--- src/hdl/mspi_pkg.sv ---
// Shared types, widths, register indexes and reset values of the PI speed controller.
// No dependencies; every other file of the block imports this package.
package mspi_pkg;

  localparam int SPEED_W   = 24;
  localparam int PULSE_W   = 12;
  localparam int GAIN_W    = 16;
  localparam int LIMIT_W   = 23;
  localparam int TOUT_W    = 8;
  localparam int DRIVE_W   = 10;
  localparam int CFG_W     = 23;
  localparam int CFG_IDX_W = 3;

  // Fraction bits of the count-to-speed factor and of the gains.
  localparam int CTS_FRAC  = 12;
  localparam int GAIN_FRAC = 8;

  localparam int ERR_W   = SPEED_W + 1;
  localparam int SUM_W   = SPEED_W + 2;
  localparam int INNER_W = 43;

  localparam int MPLR_W  = GAIN_W;
  localparam int MCAND_W = INNER_W;
  localparam int PROD_W  = MCAND_W + MPLR_W;

  localparam logic [SPEED_W-2:0] SPEED_MAX = '1;

  localparam int DUTY_MAX_DEF   = 1023;
  localparam int SPEED_FRAC_DEF = 12;

  localparam logic [GAIN_W-1:0]  PROP_GAIN_RST   = 16'd3840;
  localparam logic [GAIN_W-1:0]  INT_GAIN_RST    = 16'd4608;
  localparam logic [GAIN_W-1:0]  TICK_PERIOD_RST = 16'd3277;
  localparam logic [GAIN_W-1:0]  CTS_RST         = 16'd2523;
  localparam logic [LIMIT_W-1:0] ACC_LIMIT_RST   = 23'd4096000;
  localparam logic [TOUT_W-1:0]  TIMEOUT_RST     = 8'd4;

  localparam logic MODE_TICK = 1'b1;

  typedef enum logic [CFG_IDX_W-1:0] {
    CFG_PROP_GAIN   = 3'd0,
    CFG_INT_GAIN    = 3'd1,
    CFG_TICK_PERIOD = 3'd2,
    CFG_CTS         = 3'd3,
    CFG_ACC_LIMIT   = 3'd4,
    CFG_TIMEOUT     = 3'd5
  } cfg_idx_e;

  typedef enum logic [2:0] {
    S_IDLE,
    S_SPEED_MUL,
    S_INT_MUL,
    S_INNER_MUL,
    S_TOTAL_MUL,
    S_DUTY,
    S_OUT
  } state_e;

  typedef struct packed {
    logic [DRIVE_W-1:0] fwd;
    logic [DRIVE_W-1:0] rev;
    logic               neg;
  } duty_t;

endpackage

--- src/hdl/mspi_serial_mul.sv ---
// Bit-serial signed-by-unsigned multiplier, one multiplier bit per cycle, MSB first.
// Depends on mspi_pkg for the operand and product widths.
module mspi_serial_mul
  import mspi_pkg::*;
(
  input  logic                      clk_i,
  input  logic                      rst_ni,
  input  logic                      start_i,
  input  logic signed [MCAND_W-1:0] mcand_i,
  input  logic        [MPLR_W-1:0]  mplr_i,
  output logic                      done_o,
  output logic signed [PROD_W-1:0]  prod_o
);

  localparam int CNT_W = $clog2(MPLR_W + 1);

  logic signed [MCAND_W-1:0] mcand_q;
  logic        [MPLR_W-1:0]  mplr_q;
  logic signed [PROD_W-1:0]  acc_q;
  logic signed [PROD_W-1:0]  acc_d;
  logic signed [PROD_W-1:0]  addend;
  logic        [CNT_W-1:0]   cnt_q;
  logic                      done_q;
  logic                      busy;

  assign busy   = (cnt_q != '0);
  assign addend = mplr_q[MPLR_W-1] ? PROD_W'(mcand_q) : '0;
  assign acc_d  = (acc_q <<< 1) + addend;

  always_ff @(posedge clk_i or negedge rst_ni) begin
    if (!rst_ni) begin
      cnt_q  <= '0;
      done_q <= 1'b0;
    end else begin
      done_q <= busy && (cnt_q == CNT_W'(1));
      if (start_i) begin
        cnt_q <= CNT_W'(MPLR_W);
      end else if (busy) begin
        cnt_q <= cnt_q - CNT_W'(1);
      end
    end
  end

  always_ff @(posedge clk_i) begin
    if (start_i) begin
      mcand_q <= mcand_i;
      mplr_q  <= mplr_i;
      acc_q   <= '0;
    end else if (busy) begin
      mplr_q <= mplr_q << 1;
      acc_q  <= acc_d;
    end
  end

  assign done_o = done_q;
  assign prod_o = acc_q;

endmodule

--- src/hdl/mspi_duty.sv ---
// Duty stage: scales the loop total to a duty, saturates it and splits it onto the drives.
// Depends on mspi_pkg for the product width and the duty_t result type.
module mspi_duty
  import mspi_pkg::*;
#(
  parameter int FRAC_BITS = SPEED_FRAC_DEF,
  parameter int DUTY_MAX  = DUTY_MAX_DEF
) (
  input  logic signed [PROD_W-1:0] total_i,
  input  logic                     last_neg_i,
  output duty_t                    res_o
);

  localparam int SHIFT  = FRAC_BITS + MPLR_W;
  localparam int MAG_W  = $clog2(DUTY_MAX + 1);
  localparam int DUTY_W = ((MAG_W >= DRIVE_W) ? MAG_W : DRIVE_W) + 1;

  localparam logic signed [PROD_W-1:0] ROUND  = {{(PROD_W - SHIFT){1'b0}}, {SHIFT{1'b1}}};
  localparam logic signed [PROD_W-1:0] LIM_HI = PROD_W'(DUTY_MAX);
  localparam logic signed [PROD_W-1:0] LIM_LO = -LIM_HI;
  localparam logic signed [DUTY_W-1:0] DMAX   = DUTY_W'(DUTY_MAX);

  logic signed [PROD_W-1:0] biased;
  logic signed [PROD_W-1:0] quot;
  logic signed [DUTY_W-1:0] duty;
  logic        [DUTY_W-1:0] mag;
  logic                     neg;

  // Adding 2^SHIFT - 1 to a negative total makes the arithmetic shift round toward zero.
  assign biased = total_i + (total_i[PROD_W-1] ? ROUND : '0);
  assign quot   = biased >>> SHIFT;

  always_comb begin
    if (quot > LIM_HI) begin
      duty = DMAX;
    end else if (quot < LIM_LO) begin
      duty = -DMAX;
    end else begin
      duty = DUTY_W'(quot);
    end
  end

  assign neg = duty[DUTY_W-1];
  assign mag = neg ? DUTY_W'(-duty) : DUTY_W'(duty);

  always_comb begin
    res_o     = '0;
    res_o.neg = neg;
    if (neg == last_neg_i) begin
      if (neg) begin
        res_o.rev = mag[DRIVE_W-1:0];
      end else begin
        res_o.fwd = mag[DRIVE_W-1:0];
      end
    end
  end

endmodule

--- src/hdl/motor_speed_pi_duty_controller.sv ---
// Top level of the motor speed PI controller: sequencer, loop state and output register.
// Depends on mspi_pkg, mspi_serial_mul and mspi_duty.

// A command item (mode 0) stores a signed Q11.12 target speed and clears the idle tick
// count; it is taken while idle and gives no result. A tick item (mode 1) converts the
// encoder pulse count into a speed signed like the target and then either frees the motor,
// when more ticks than timeout_ticks have passed without a command, or runs one PI step
// and sets the forward and reverse duties; each tick gives one result transfer. A change
// of duty sign holds both drives at zero for one tick. All four products of a tick
// (pulses times count_to_speed, error times tick_period, accumulator times integral_gain
// and the loop total times prop_gain) share one bit-serial multiplier that takes one bit
// of the 16-bit gain per cycle. A tick runs the four products in turn, then the duty and
// output states; a timed-out tick skips from the first product to output. The sequencer
// handles one tick at a time; a finished result sits in the output register, so the next
// item can be taken while that result still waits. Configuration registers are written
// through the plain write port and must only be changed while no tick is in progress.
module motor_speed_pi_duty_controller
  import mspi_pkg::*;
#(
  parameter int SPEED_FRAC_BITS = SPEED_FRAC_DEF,
  parameter int DUTY_MAX        = DUTY_MAX_DEF
) (
  input  logic                      clk_i,
  input  logic                      rst_ni,
  // Configuration write port.
  input  logic                      cfg_we_i,
  input  logic        [CFG_IDX_W-1:0] cfg_idx_i,
  input  logic        [CFG_W-1:0]   cfg_data_i,
  // Input channel.
  input  logic                      in_valid_i,
  output logic                      in_stall_o,
  input  logic                      mode_i,
  input  logic signed [SPEED_W-1:0] target_speed_i,
  input  logic        [PULSE_W-1:0] pulse_count_i,
  // Result channel.
  output logic                      out_valid_o,
  input  logic                      out_stall_i,
  output logic        [DRIVE_W-1:0] drive_forward_o,
  output logic        [DRIVE_W-1:0] drive_reverse_o,
  output logic                      driver_enable_o,
  output logic signed [SPEED_W-1:0] measured_speed_o,
  output logic                      timed_out_o
);

  // Scaling of the pulse product from the 12 fraction bits of count_to_speed to the
  // fraction bits of the speed format.
  localparam int UP    = (SPEED_FRAC_BITS >= CTS_FRAC) ? SPEED_FRAC_BITS - CTS_FRAC : 0;
  localparam int DN    = (SPEED_FRAC_BITS >= CTS_FRAC) ? 0 : CTS_FRAC - SPEED_FRAC_BITS;
  localparam int RAW_W = PULSE_W + GAIN_W;
  localparam int SCL_W = RAW_W + UP;
  localparam int MAG_W = SPEED_W - 1;

  // Configuration registers.
  logic [GAIN_W-1:0]  prop_gain_q;
  logic [GAIN_W-1:0]  integral_gain_q;
  logic [GAIN_W-1:0]  tick_period_q;
  logic [GAIN_W-1:0]  count_to_speed_q;
  logic [LIMIT_W-1:0] accum_limit_q;
  logic [TOUT_W-1:0]  timeout_ticks_q;

  // Loop state.
  logic signed [SPEED_W-1:0] integ_q;
  logic signed [SPEED_W-1:0] target_q;
  logic                      last_neg_q;
  logic        [TOUT_W-1:0]  idle_q;
  logic                      en_q;

  // Sequencer.
  state_e state_q;
  state_e state_d;
  logic   mul_start_q;
  logic   mul_start_d;
  logic   in_take;
  logic   load_out;
  logic   out_valid_q;

  // Working registers of one tick.
  logic        [PULSE_W-1:0] pulse_q;
  logic signed [SPEED_W-1:0] speed_q;
  logic signed [ERR_W-1:0]   err_q;
  logic signed [SUM_W-1:0]   sum_q;
  logic signed [INNER_W-1:0] inner_q;
  logic signed [PROD_W-1:0]  total_q;
  duty_t                     res_q;
  logic                      res_tout_q;

  // Multiplier connections.
  logic signed [MCAND_W-1:0] mul_mcand;
  logic        [MPLR_W-1:0]  mul_mplr;
  logic                      mul_done;
  logic signed [PROD_W-1:0]  mul_prod;

  // Combinational datapath.
  logic        [RAW_W-1:0]   raw;
  logic        [SCL_W-1:0]   scaled;
  logic        [MAG_W-1:0]   speed_mag;
  logic signed [SPEED_W-1:0] speed_d;
  logic signed [ERR_W-1:0]   err_d;
  logic signed [SUM_W-1:0]   sum_d;
  logic signed [INNER_W-1:0] inner_d;
  logic signed [SUM_W-1:0]   lim_pos;
  logic signed [SUM_W-1:0]   lim_neg;
  logic signed [SUM_W-1:0]   sum_clamped;
  logic                      timeout_hit;
  duty_t                     duty_res;

  mspi_serial_mul u_mul (
    .clk_i   (clk_i),
    .rst_ni  (rst_ni),
    .start_i (mul_start_q),
    .mcand_i (mul_mcand),
    .mplr_i  (mul_mplr),
    .done_o  (mul_done),
    .prod_o  (mul_prod)
  );

  mspi_duty #(
    .FRAC_BITS (SPEED_FRAC_BITS),
    .DUTY_MAX  (DUTY_MAX)
  ) u_duty (
    .total_i    (total_q),
    .last_neg_i (last_neg_q),
    .res_o      (duty_res)
  );

  // The pulse product is unsigned and at most 28 bits; the speed magnitude saturates to
  // the largest positive Q11.12 value before it takes the sign of the target.
  assign raw       = mul_prod[RAW_W-1:0];
  assign scaled    = (SCL_W'(raw) << UP) >> DN;
  assign speed_mag = (scaled > SCL_W'(SPEED_MAX)) ? SPEED_MAX : scaled[MAG_W-1:0];
  assign speed_d   = target_q[SPEED_W-1] ? -$signed({1'b0, speed_mag})
                                         :  $signed({1'b0, speed_mag});
  assign err_d     = ERR_W'(target_q) - ERR_W'(speed_d);
  assign timeout_hit = (idle_q > timeout_ticks_q);

  // The arithmetic shift of error times period is the floor the integrator needs.
  assign sum_d   = SUM_W'(integ_q) + SUM_W'(mul_prod >>> MPLR_W);
  assign inner_d = (INNER_W'(err_q) <<< GAIN_FRAC) + INNER_W'(mul_prod);

  assign lim_pos = $signed({{(SUM_W - LIMIT_W){1'b0}}, accum_limit_q});
  assign lim_neg = -lim_pos;

  always_comb begin
    if (sum_q > lim_pos) begin
      sum_clamped = lim_pos;
    end else if (sum_q < lim_neg) begin
      sum_clamped = lim_neg;
    end else begin
      sum_clamped = sum_q;
    end
  end

  // Next state.
  always_comb begin
    state_d = state_q;
    case (state_q)
      S_IDLE: begin
        if (in_valid_i && (mode_i == MODE_TICK)) begin
          state_d = S_SPEED_MUL;
        end
      end
      S_SPEED_MUL: begin
        if (mul_done) begin
          state_d = timeout_hit ? S_OUT : S_INT_MUL;
        end
      end
      S_INT_MUL: begin
        if (mul_done) begin
          state_d = S_INNER_MUL;
        end
      end
      S_INNER_MUL: begin
        if (mul_done) begin
          state_d = S_TOTAL_MUL;
        end
      end
      S_TOTAL_MUL: begin
        if (mul_done) begin
          state_d = S_DUTY;
        end
      end
      S_DUTY: begin
        state_d = S_OUT;
      end
      S_OUT: begin
        if (!out_valid_q || !out_stall_i) begin
          state_d = S_IDLE;
        end
      end
      default: begin
        state_d = S_IDLE;
      end
    endcase
  end

  // Sequencer outputs: handshake, multiplier start and operand selection.
  always_comb begin
    in_stall_o  = (state_q != S_IDLE);
    in_take     = (state_q == S_IDLE) && in_valid_i;
    load_out    = (state_q == S_OUT) && (!out_valid_q || !out_stall_i);
    mul_start_d = (state_d != state_q) &&
                  ((state_d == S_SPEED_MUL) || (state_d == S_INT_MUL) ||
                   (state_d == S_INNER_MUL) || (state_d == S_TOTAL_MUL));
    mul_mcand   = '0;
    mul_mplr    = '0;
    case (state_q)
      S_SPEED_MUL: begin
        mul_mcand = MCAND_W'($signed({1'b0, pulse_q}));
        mul_mplr  = count_to_speed_q;
      end
      S_INT_MUL: begin
        mul_mcand = MCAND_W'(err_q);
        mul_mplr  = tick_period_q;
      end
      S_INNER_MUL: begin
        mul_mcand = MCAND_W'(sum_q);
        mul_mplr  = integral_gain_q;
      end
      S_TOTAL_MUL: begin
        mul_mcand = inner_q;
        mul_mplr  = prop_gain_q;
      end
      default: begin
        mul_mcand = '0;
        mul_mplr  = '0;
      end
    endcase
  end

  // Configuration registers.
  always_ff @(posedge clk_i or negedge rst_ni) begin
    if (!rst_ni) begin
      prop_gain_q      <= PROP_GAIN_RST;
      integral_gain_q  <= INT_GAIN_RST;
      tick_period_q    <= TICK_PERIOD_RST;
      count_to_speed_q <= CTS_RST;
      accum_limit_q    <= ACC_LIMIT_RST;
      timeout_ticks_q  <= TIMEOUT_RST;
    end else if (cfg_we_i) begin
      case (cfg_idx_i)
        CFG_PROP_GAIN:   prop_gain_q      <= cfg_data_i[GAIN_W-1:0];
        CFG_INT_GAIN:    integral_gain_q  <= cfg_data_i[GAIN_W-1:0];
        CFG_TICK_PERIOD: tick_period_q    <= cfg_data_i[GAIN_W-1:0];
        CFG_CTS:         count_to_speed_q <= cfg_data_i[GAIN_W-1:0];
        CFG_ACC_LIMIT:   accum_limit_q    <= cfg_data_i[LIMIT_W-1:0];
        CFG_TIMEOUT:     timeout_ticks_q  <= cfg_data_i[TOUT_W-1:0];
        default: begin
        end
      endcase
    end
  end

  // Sequencer and loop state.
  always_ff @(posedge clk_i or negedge rst_ni) begin
    if (!rst_ni) begin
      state_q     <= S_IDLE;
      mul_start_q <= 1'b0;
      out_valid_q <= 1'b0;
      integ_q     <= '0;
      target_q    <= '0;
      last_neg_q  <= 1'b0;
      idle_q      <= '0;
      en_q        <= 1'b0;
    end else begin
      state_q     <= state_d;
      mul_start_q <= mul_start_d;

      if (load_out) begin
        out_valid_q <= 1'b1;
      end else if (!out_stall_i) begin
        out_valid_q <= 1'b0;
      end

      if (in_take) begin
        if (mode_i == MODE_TICK) begin
          if (idle_q != '1) begin
            idle_q <= idle_q + TOUT_W'(1);
          end
        end else begin
          target_q <= target_speed_i;
          idle_q   <= '0;
        end
      end

      if ((state_q == S_SPEED_MUL) && mul_done && timeout_hit) begin
        target_q <= '0;
        integ_q  <= '0;
        en_q     <= 1'b0;
      end

      // The integrator takes the clamped sum only after the integral-gain product has used the sum.
      if ((state_q == S_INNER_MUL) && mul_done) begin
        integ_q <= SPEED_W'(sum_clamped);
      end

      if (state_q == S_DUTY) begin
        last_neg_q <= duty_res.neg;
        en_q       <= 1'b1;
      end
    end
  end

  // Working registers and output payload.
  always_ff @(posedge clk_i) begin
    if (in_take) begin
      pulse_q <= pulse_count_i;
    end

    case (state_q)
      S_SPEED_MUL: begin
        if (mul_done) begin
          speed_q <= speed_d;
          err_q   <= err_d;
          if (timeout_hit) begin
            res_q      <= '0;
            res_tout_q <= 1'b1;
          end
        end
      end
      S_INT_MUL: begin
        if (mul_done) begin
          sum_q <= sum_d;
        end
      end
      S_INNER_MUL: begin
        if (mul_done) begin
          inner_q <= inner_d;
        end
      end
      S_TOTAL_MUL: begin
        if (mul_done) begin
          total_q <= mul_prod;
        end
      end
      S_DUTY: begin
        res_q      <= duty_res;
        res_tout_q <= 1'b0;
      end
      default: begin
      end
    endcase

    if (load_out) begin
      drive_forward_o  <= res_q.fwd;
      drive_reverse_o  <= res_q.rev;
      driver_enable_o  <= en_q;
      measured_speed_o <= speed_q;
      timed_out_o      <= res_tout_q;
    end
  end

  assign out_valid_o = out_valid_q;

`ifndef NO_ASSERTIONS
  // A result only appears after the sequencer has passed through its output state.
  a_out_from_seq: assert property (@(posedge clk_i) disable iff (!rst_ni)
    $rose(out_valid_o) |-> $past(state_q == S_OUT))
    else $error("result transfer offered without a finished tick");

  // Never drive both half-bridges at once.
  a_drive_excl: assert property (@(posedge clk_i) disable iff (!rst_ni)
    out_valid_o |-> (drive_forward_o == '0) || (drive_reverse_o == '0))
    else $error("forward and reverse duty both non-zero");

  // A timed-out tick frees the motor completely.
  a_timeout_free: assert property (@(posedge clk_i) disable iff (!rst_ni)
    (out_valid_o && timed_out_o) |->
      (!driver_enable_o && (drive_forward_o == '0) && (drive_reverse_o == '0)))
    else $error("timed-out result still drives the motor");

  // Multiplier completions only arrive while the sequencer waits for one.
  a_mul_done_state: assert property (@(posedge clk_i) disable iff (!rst_ni)
    mul_done |-> ((state_q == S_SPEED_MUL) || (state_q == S_INT_MUL) ||
                  (state_q == S_INNER_MUL) || (state_q == S_TOTAL_MUL)))
    else $error("multiplier finished outside a multiply step");
`endif

endmodule
--- config.mk ---
export PLATFORM = sky130hd
export DESIGN_NAME = motor_speed_pi_duty_controller
export DESIGN_NICKNAME = d
export VERILOG_FILES = /design/src/hdl/mspi_pkg.sv /design/src/hdl/mspi_serial_mul.sv /design/src/hdl/mspi_duty.sv /design/src/hdl/motor_speed_pi_duty_controller.sv
export SDC_FILE = /design/constraint.sdc
export NUM_CORES = 1
export LEC_CHECK = 0
export BUFFER_PORTS_ARGS = -buffer_cell sky130_fd_sc_hd__buf_2
export CAP_MARGIN = 0
export CORE_MARGIN = 3
export CORE_UTILIZATION = 30
export DETAILED_ROUTE_END_ITERATION = 16
export MAX_ROUTING_LAYER = met4
export PLACE_DENSITY_LB_ADDON = 0.1
export SYNTH_ARGS = -nofsm -noshare
export SYNTH_HDL_FRONTEND = slang
export SYNTH_HIERARCHICAL = 1
export SYNTH_SLANG_ARGS = --single-unit
--- constraint.sdc ---
create_clock -name clk_i -period 6.1 [get_ports clk_i]
set_clock_uncertainty 0.1 [all_clocks]
set_input_delay 0.61 -clock clk_i [delete_from_list [all_inputs] [get_ports clk_i]]
set_output_delay 0.61 -clock clk_i [all_outputs]
set_load 0.01 [all_outputs]
==> impl_metrics.tcl, run 1 <==
set metrics [dict create \
    max_freq_mhz 178 \
    min_from "cfg_data_i[22]" \
    r2r-end "integ_q[2]" \
    dp_hpwl_mm 81.4 \
    yosysWarnings 6 \
    hold_viol_final 0 \
    min_path_cells 3 \
    powerDensity_nw_per_um2 440 \
    antenna_found_initial 0 \
    coreArea_sq_um 108000 \
    clkSinkCount 538 \
    nets 3693 \
    h-tree-depth 3 \
    post_cts_buffers 0 \
    highest-signal-layer "met4" \
    vias 25600 \
    rows 120 \
    syn-num-nets 3569 \
    status "complete, no violations" \
    crit_arrival_ps 6050 \
    top_level_ports 116 \
    initial_core_util 0.304 \
    avgSynthCellArea_sq_um 9.92 \
    async_reset_ff_frac 0.305 \
    drt-total-wl_mm 110 \
    yosysTopAreaCell "edfxtp_1" \
    vdd_drop_max_mv 0.238 \
    grt_pass1_wl_mm 167 \
    cp_max_fo 17 \
    r2r-start "accum_limit_q[1]" \
    critPathKind "register to register" \
    routabilityCongestion 0.871 \
    fillCellCount 11000 \
    setup_violations 0 \
    fin_crit_sh 0.923 \
    drcViolationCount 0 \
    clock_path_buffers 3 \
    fin_util 0.349 \
    r2r_slack_ps 470 \
    path_clk_slew_ps 60 \
    max_slew.worst_pin.slew_ps 1030 \
    worstRegToRegCells 21 \
    avgViaCountPerCell 5.24 \
    design_area_sq_um 37600 \
    cts-root-buf "clkbuf_16" \
    area_delta_synth_final_pct 14.9 \
    clk-insertion-delay-late_ps 650 \
    min_to "accum_limit_q[22]" \
    die-area_sq_um 113000 \
    syn_inst 3298 \
    drt_iter0_markers 1738 \
    ys_seq_area_frac 0.452 \
    final_cell_mix "nand2_1 (364), edfxtp_1 (315), a21oi_1 (257)" \
    synthFlopType "edfxtp_1" \
    die_y_um 336 \
    antenna_left 0 \
    routed-wl-met2_mm 51.8 \
    drv_slew 0 \
    drv_cap 0 \
    synth_top_area_share 0.289 \
    port_buffers 115 \
    worstHoldPathType "input port to register" \
    p_total_mw 16.6 \
    synth_edf_count 315 \
    total_leakage_power_nw 15.2 \
    relSlewSlack 0.308 \
    worstPathRequired_ps 6520 \
    tns_ps 0 \
    tritoncts "done" \
    drive_gt1_frac 0.147 \
    wl_per_cell_um 22.5 \
    wl_met1_mm 53.0 \
    synth_area_sq_um 32700 \
    place_area_sq_um 35200 \
    layout_commonest_cell "nand2_1" \
    ys_types 121 \
    grt_pass1_vias 25600 \
    netlist_top_cells_area "edfxtp_1 (29%), dfrtp_1 (10%), ha_1 (7.6%), nand2_1 (4.2%), a21oi_1 (4.0%)" \
    grt_overflow 0 \
    num_antenna_cells 0 \
    grt_max_degree 88 \
    min_period_ps 5630 \
    track_usage 0.199 \
    first_pass_iters 5 \
    ys_ff_latch 538 \
    rsz0062_at_grt "no" \
    fin_cells 4881 \
    wl_met3_mm 3.13 \
    crit_path_start_kind "register" \
    cts_buffers 68 \
    die_w_um 336 \
    end_kind "register" \
    place_inst 4742 \
]
## metrics by stage
step	setup WS, ps	hold slack [ps]
6_report	468	72.0
4_1_cts	547	26.2
2_1_floorplan	747	214
5_1_grt	24.3	48.2
3_5_place_dp	565	305
3_3_place_gp	662	302
## kinds of logic (layout without fill, tap and decap cells)
logic type / Yosys count / count (layout) / synth area share
compound gates: 895 / 895 / 0.180
xor+xnor: 190 / 190 / 0.0511
fa+ha+maj: 212 / 212 / 0.0813
buf+inv: 289 / 469 / 0.0336
flops: 538 / 538 / 0.452
mux: 132 / 132 / 0.0443
simple gates: 1042 / 1042 / 0.158
## Yosys cell counts, types with 6 or more instances
cell       number
and4_1         13
a31oi_1        25
nand4_1        53
a21boi_0        7
inv_1         140
o21ai_0       174
nand2_1       365
xor2_1         53
a21o_1         82
nor2b_1        28
clkbuf_1      122
o21bai_1       18
edfxtp_1      315
nand3b_1        6
mux2_2        100
or3_1          19
a32oi_1        14
maj3_1          8
or2_2          12
nand2b_1       31
a21oi_1       260
nand3_1        54
and3_1         50
o2111ai_1      10
a22oi_1        64
ha_1          199
o21ai_1        15
o211ai_1       17
o22ai_1        14
o21a_1         35
nor4b_1         6
a211o_1         8
a211oi_1       30
nor2_1        198
dfrtp_1       136
xnor2_1       136
nor3_1         81
o31ai_1        17
mux2i_1        31
nor4_1         23
dfstp_2        28
buf_1          18
o41ai_1         7
and2_1         60
dfxtp_1        59
## timing repair
item	4_1_cts	5_1_grt
endpoints found under the setup margin	0	0
resized for setup	0	0
endpoints found under the hold margin	72	0
hold buffers	13	0
## layer usage
layer  up-vias  track usage
li1      12500            -
met1     12500        0.270
met2       478        0.321
met3       114       0.0213
met4         0       0.0397
met5         -            -
## worst max path at each step
stage                startpoint         end  slack (ps)  cells past startpoint
6_report       accum_limit_q[1]  integ_q[2]         470                     21
5_1_grt        accum_limit_q[1]  integ_q[1]          20                     21
2_1_floorplan  u_mul/prod_o[26]   err_q[22]         750                     26
3_3_place_gp   u_mul/prod_o[26]   err_q[22]         660                     26
4_1_cts        accum_limit_q[1]  integ_q[8]         550                     21
3_5_place_dp   accum_limit_q[1]  integ_q[2]         570                     21
## final cells by class
| type | instances | area, sq um | area share |
|---|---|---|---|
| flip-flops and latches | 538 | 14800 | 0.393 |
| clock inverters | 40 | 484 | 0.0129 |
| well taps | 1403 | 1760 | 0.0467 |
| inverters | 144 | 541 | 0.0144 |
| multi-input cells | 2471 | 17000 | 0.451 |
| repair buffers | 199 | 1260 | 0.0334 |
| clock buffers | 86 | 1830 | 0.0486 |
## state kept, by name (all words and copies together) (netlist names), 20 cells and up
signal            cells
res_q                20
accum_limit_q        23
speed_q              24
sum_q                26
inner_q              43
err_q                25
u_mul/mcand_q        43
measured_speed_o     24
target_q             24
u_mul/prod_o         59
integ_q              24
total_q              59
## report_power, final
part	total, mW	switching, mW	internal (mW)
registers	5.67	0.720	4.95
logic	6.69	4.01	2.68
clock network	4.19	1.73	2.46
total	16.6	6.46	10.1
## critical path: stages, from the launching register on
cell      delay [ps]
dfrtp_1          380
inv_1            140
ha_1             260
nand3_1          180
nor3_1           450
and3_1           370
nor2b_1          340
and3_1           340
nand2_1          160
or4_1            590
xnor2_1          170
ha_1             310
a21oi_1           70
nor2b_1          100
o21ai_0           80
a21oi_1          200
a211oi_1          90
a21oi_2          260
buf_4            330
mux2_2           370
a21oi_1          130
o21ai_0           80
No activity file was read; power rests on OpenSTA's default activity.
==> run 2: changes to the inputs <==
- SYNTH_HIERARCHICAL: 1 -> not set
==> impl_metrics.tcl, run 2 <==
set metrics [dict create \
    status "complete, no violations" \
    grt_pass1_vias 23400 \
    tritoncts "done" \
    drcViolationCount 0 \
    ys_types 100 \
    drv_cap 0 \
    clkSinkCount 538 \
    setup_violations 0 \
    cp_max_fo 30 \
    worstHoldPathType "input port to register" \
    fin_crit_sh 0.934 \
    grt_overflow 0 \
    total_leakage_power_nw 14.6 \
    initial_core_util 0.305 \
    powerDensity_nw_per_um2 508 \
    clock_path_buffers 3 \
    async_reset_ff_frac 0.305 \
    synth_area_sq_um 30800 \
    rows 116 \
    drt_iter0_markers 1548 \
    synthFlopType "edfxtp_1" \
    port_buffers 115 \
    netlist_top_cells_area "edfxtp_1 (31%), dfrtp_1 (11%), ha_1 (9.3%), a21oi_1 (4.2%), dfxtp_1 (3.8%)" \
    coreArea_sq_um 101000 \
    synth_edf_count 315 \
    fin_cells 4515 \
    h-tree-depth 3 \
    ys_ff_latch 538 \
    top_level_ports 116 \
    clk-insertion-delay-late_ps 620 \
    drive_gt1_frac 0.136 \
    relSlewSlack 0.235 \
    rsz0062_at_grt "no" \
    syn-num-nets 3267 \
    design_area_sq_um 35300 \
    antenna_found_initial 4 \
    tns_ps 0 \
    grt_max_degree 68 \
    place_area_sq_um 33100 \
    max_freq_mhz 176 \
    wl_per_cell_um 20.0 \
    critPathKind "register to register" \
    grt_util_met1 0.236 \
    met2_usage 0.271 \
    crit_path_start_kind "register" \
    met3_usage 0.0281 \
    synth_commonest_cells "edfxtp_1 (315), nand2_1 (309), a21oi_1 (259)" \
    cts-root-buf "clkbuf_16" \
    synth.most_common_cell "edfxtp_1" \
    p_total_mw 17.9 \
    max_slew.worst_pin.slew_ps 1140 \
    dp_hpwl_mm 67.6 \
    fin_hold_ws_ps 62.9 \
    grt_pass1_wl_mm 141 \
    place_inst 4384 \
    die_y_um 326 \
    vdd_drop_max_mv 0.412 \
    yosysTopAreaCell "edfxtp_1" \
    final_cell_mix "edfxtp_1 (315), nand2_1 (308), a21oi_1 (258)" \
    synth_top_area_share 0.308 \
    end_kind "register" \
    path_clk_slew_ps 60 \
    track_usage 0.174 \
    busiest_layer "met2" \
    routabilityCongestion 0.873 \
    first_pass_iters 5 \
    hold_viol_final 0 \
    yosysWarnings 0 \
    drv_slew 0 \
    die_w_um 326 \
    regArea_sq_um 14800 \
    fillCellCount 10100 \
    ys_seq_area_frac 0.481 \
    avgSynthCellArea_sq_um 10.4 \
    cts_buffers 70 \
    die-area_sq_um 106000 \
    drt-total-wl_mm 90.5 \
    min_period_ps 5700 \
    area_delta_synth_final_pct 14.7 \
    antenna_left 0 \
    multi_input_area_sq_um 15100 \
    worstPathRequired_ps 6400 \
    vias 23000 \
    syn_inst 2966 \
    crit_arrival_ps 6000 \
    layout_commonest_cell "edfxtp_1" \
    avgViaCountPerCell 5.09 \
    nets 3401 \
]
[run 2: changes by cell type in the layout (fill, tap and decap cells not counted), moves of 19 or more]
cell / before / now
nor2_1: 192 / 151
buf_4: 70 / 51
ha_1: 199 / 229
mux2_2: 100 / 74
a22o_1: 4 / 33
nand4_1: 53 / 24
nor3_1: 78 / 45
nand2_1: 364 / 308
and3_1: 50 / 16
o21ai_0: 174 / 136
a22oi_1: 64 / 26
[run 2: path summary, 6_finish.rpt]
path	cells past startpoint	endpoint	slack, ps	from
worst max-delay path	22	res_q[5]	400	total_q[58]
worst min-delay path	1	pulse_q[2]	60	pulse_count_i[2]
worst max register to register	22	res_q[5]	400	total_q[58]
worst min register to register	0	drive_reverse_o[2]	320	res_q[3]
max in group asynchronous	3	idle_q[0]	4120	rst_ni
min in group asynchronous	2	count_to_speed_q[13]	450	rst_ni
[run 2: per-layer routing]
layer  vias to the layer above  part of all wire
met3                       142             0.039
met2                       478              0.45
met5                         -                 0
met4                         0             0.023
met1                     11100              0.49
li1                      11200                 -
[run 2: what timing repair did]
action / in CTS / in global routing
endpoints found under the hold margin: 46 / 0
gates resized for setup: 0 / 1
setup buffers: 0 / 0
hold buffers: 1 / 0
endpoints found under the setup margin: 0 / 1
[run 2: report_power, final]
part	leakage [nW]	switching, mW	internal [mW]
clock	1.07	1.62	2.31
combinational	8.12	4.93	3.27
sequential	5.45	0.657	5.13
[run 2: cell families after synthesis]
group | synth area share
fa+ha+maj | 0.0958
xor+xnor | 0.0470
buf+inv | 0.0310
mux | 0.0340
simple gates | 0.138
compound gates | 0.174
flops | 0.481
[run 2: worst max-delay path, cell delays in order, from the launching register on]
cell	delay [ps]
edfxtp_1	320
buf_4	320
ha_1	330
a21o_1	170
a21o_1	180
a21oi_1	200
and4b_1	230
a31oi_2	160
o211ai_4	360
nor2_4	100
a2111o_1	440
o22ai_1	140
o21ai_0	120
and4bb_2	480
mux2i_1	160
nor2b_1	140
ha_1	250
inv_1	140
or3_1	360
a21oi_1	170
nor3_1	60
and2_1	180
a2111oi_1	370
[run 2: stage by stage]
stage | util | setup slack (ps)
6_report | 0.350 | 403
5_1_grt | 0.350 | 5.49
4_1_cts | 0.350 | 323
3_5_place_dp | 0.328 | 351
3_3_place_gp | 0.328 | 470
2_1_floorplan | - | 740
[run 2: layout make-up]
class	count	area share
Antenna cell	1	0.0000709
Clock buffer	95	0.0538
Clock inverter	34	0.00752
Inverter	148	0.0157
Multi-Input combinational cell	2175	0.428
Sequential cell	538	0.419
Tap cell	1357	0.0481
Timing Repair Buffer	167	0.0276
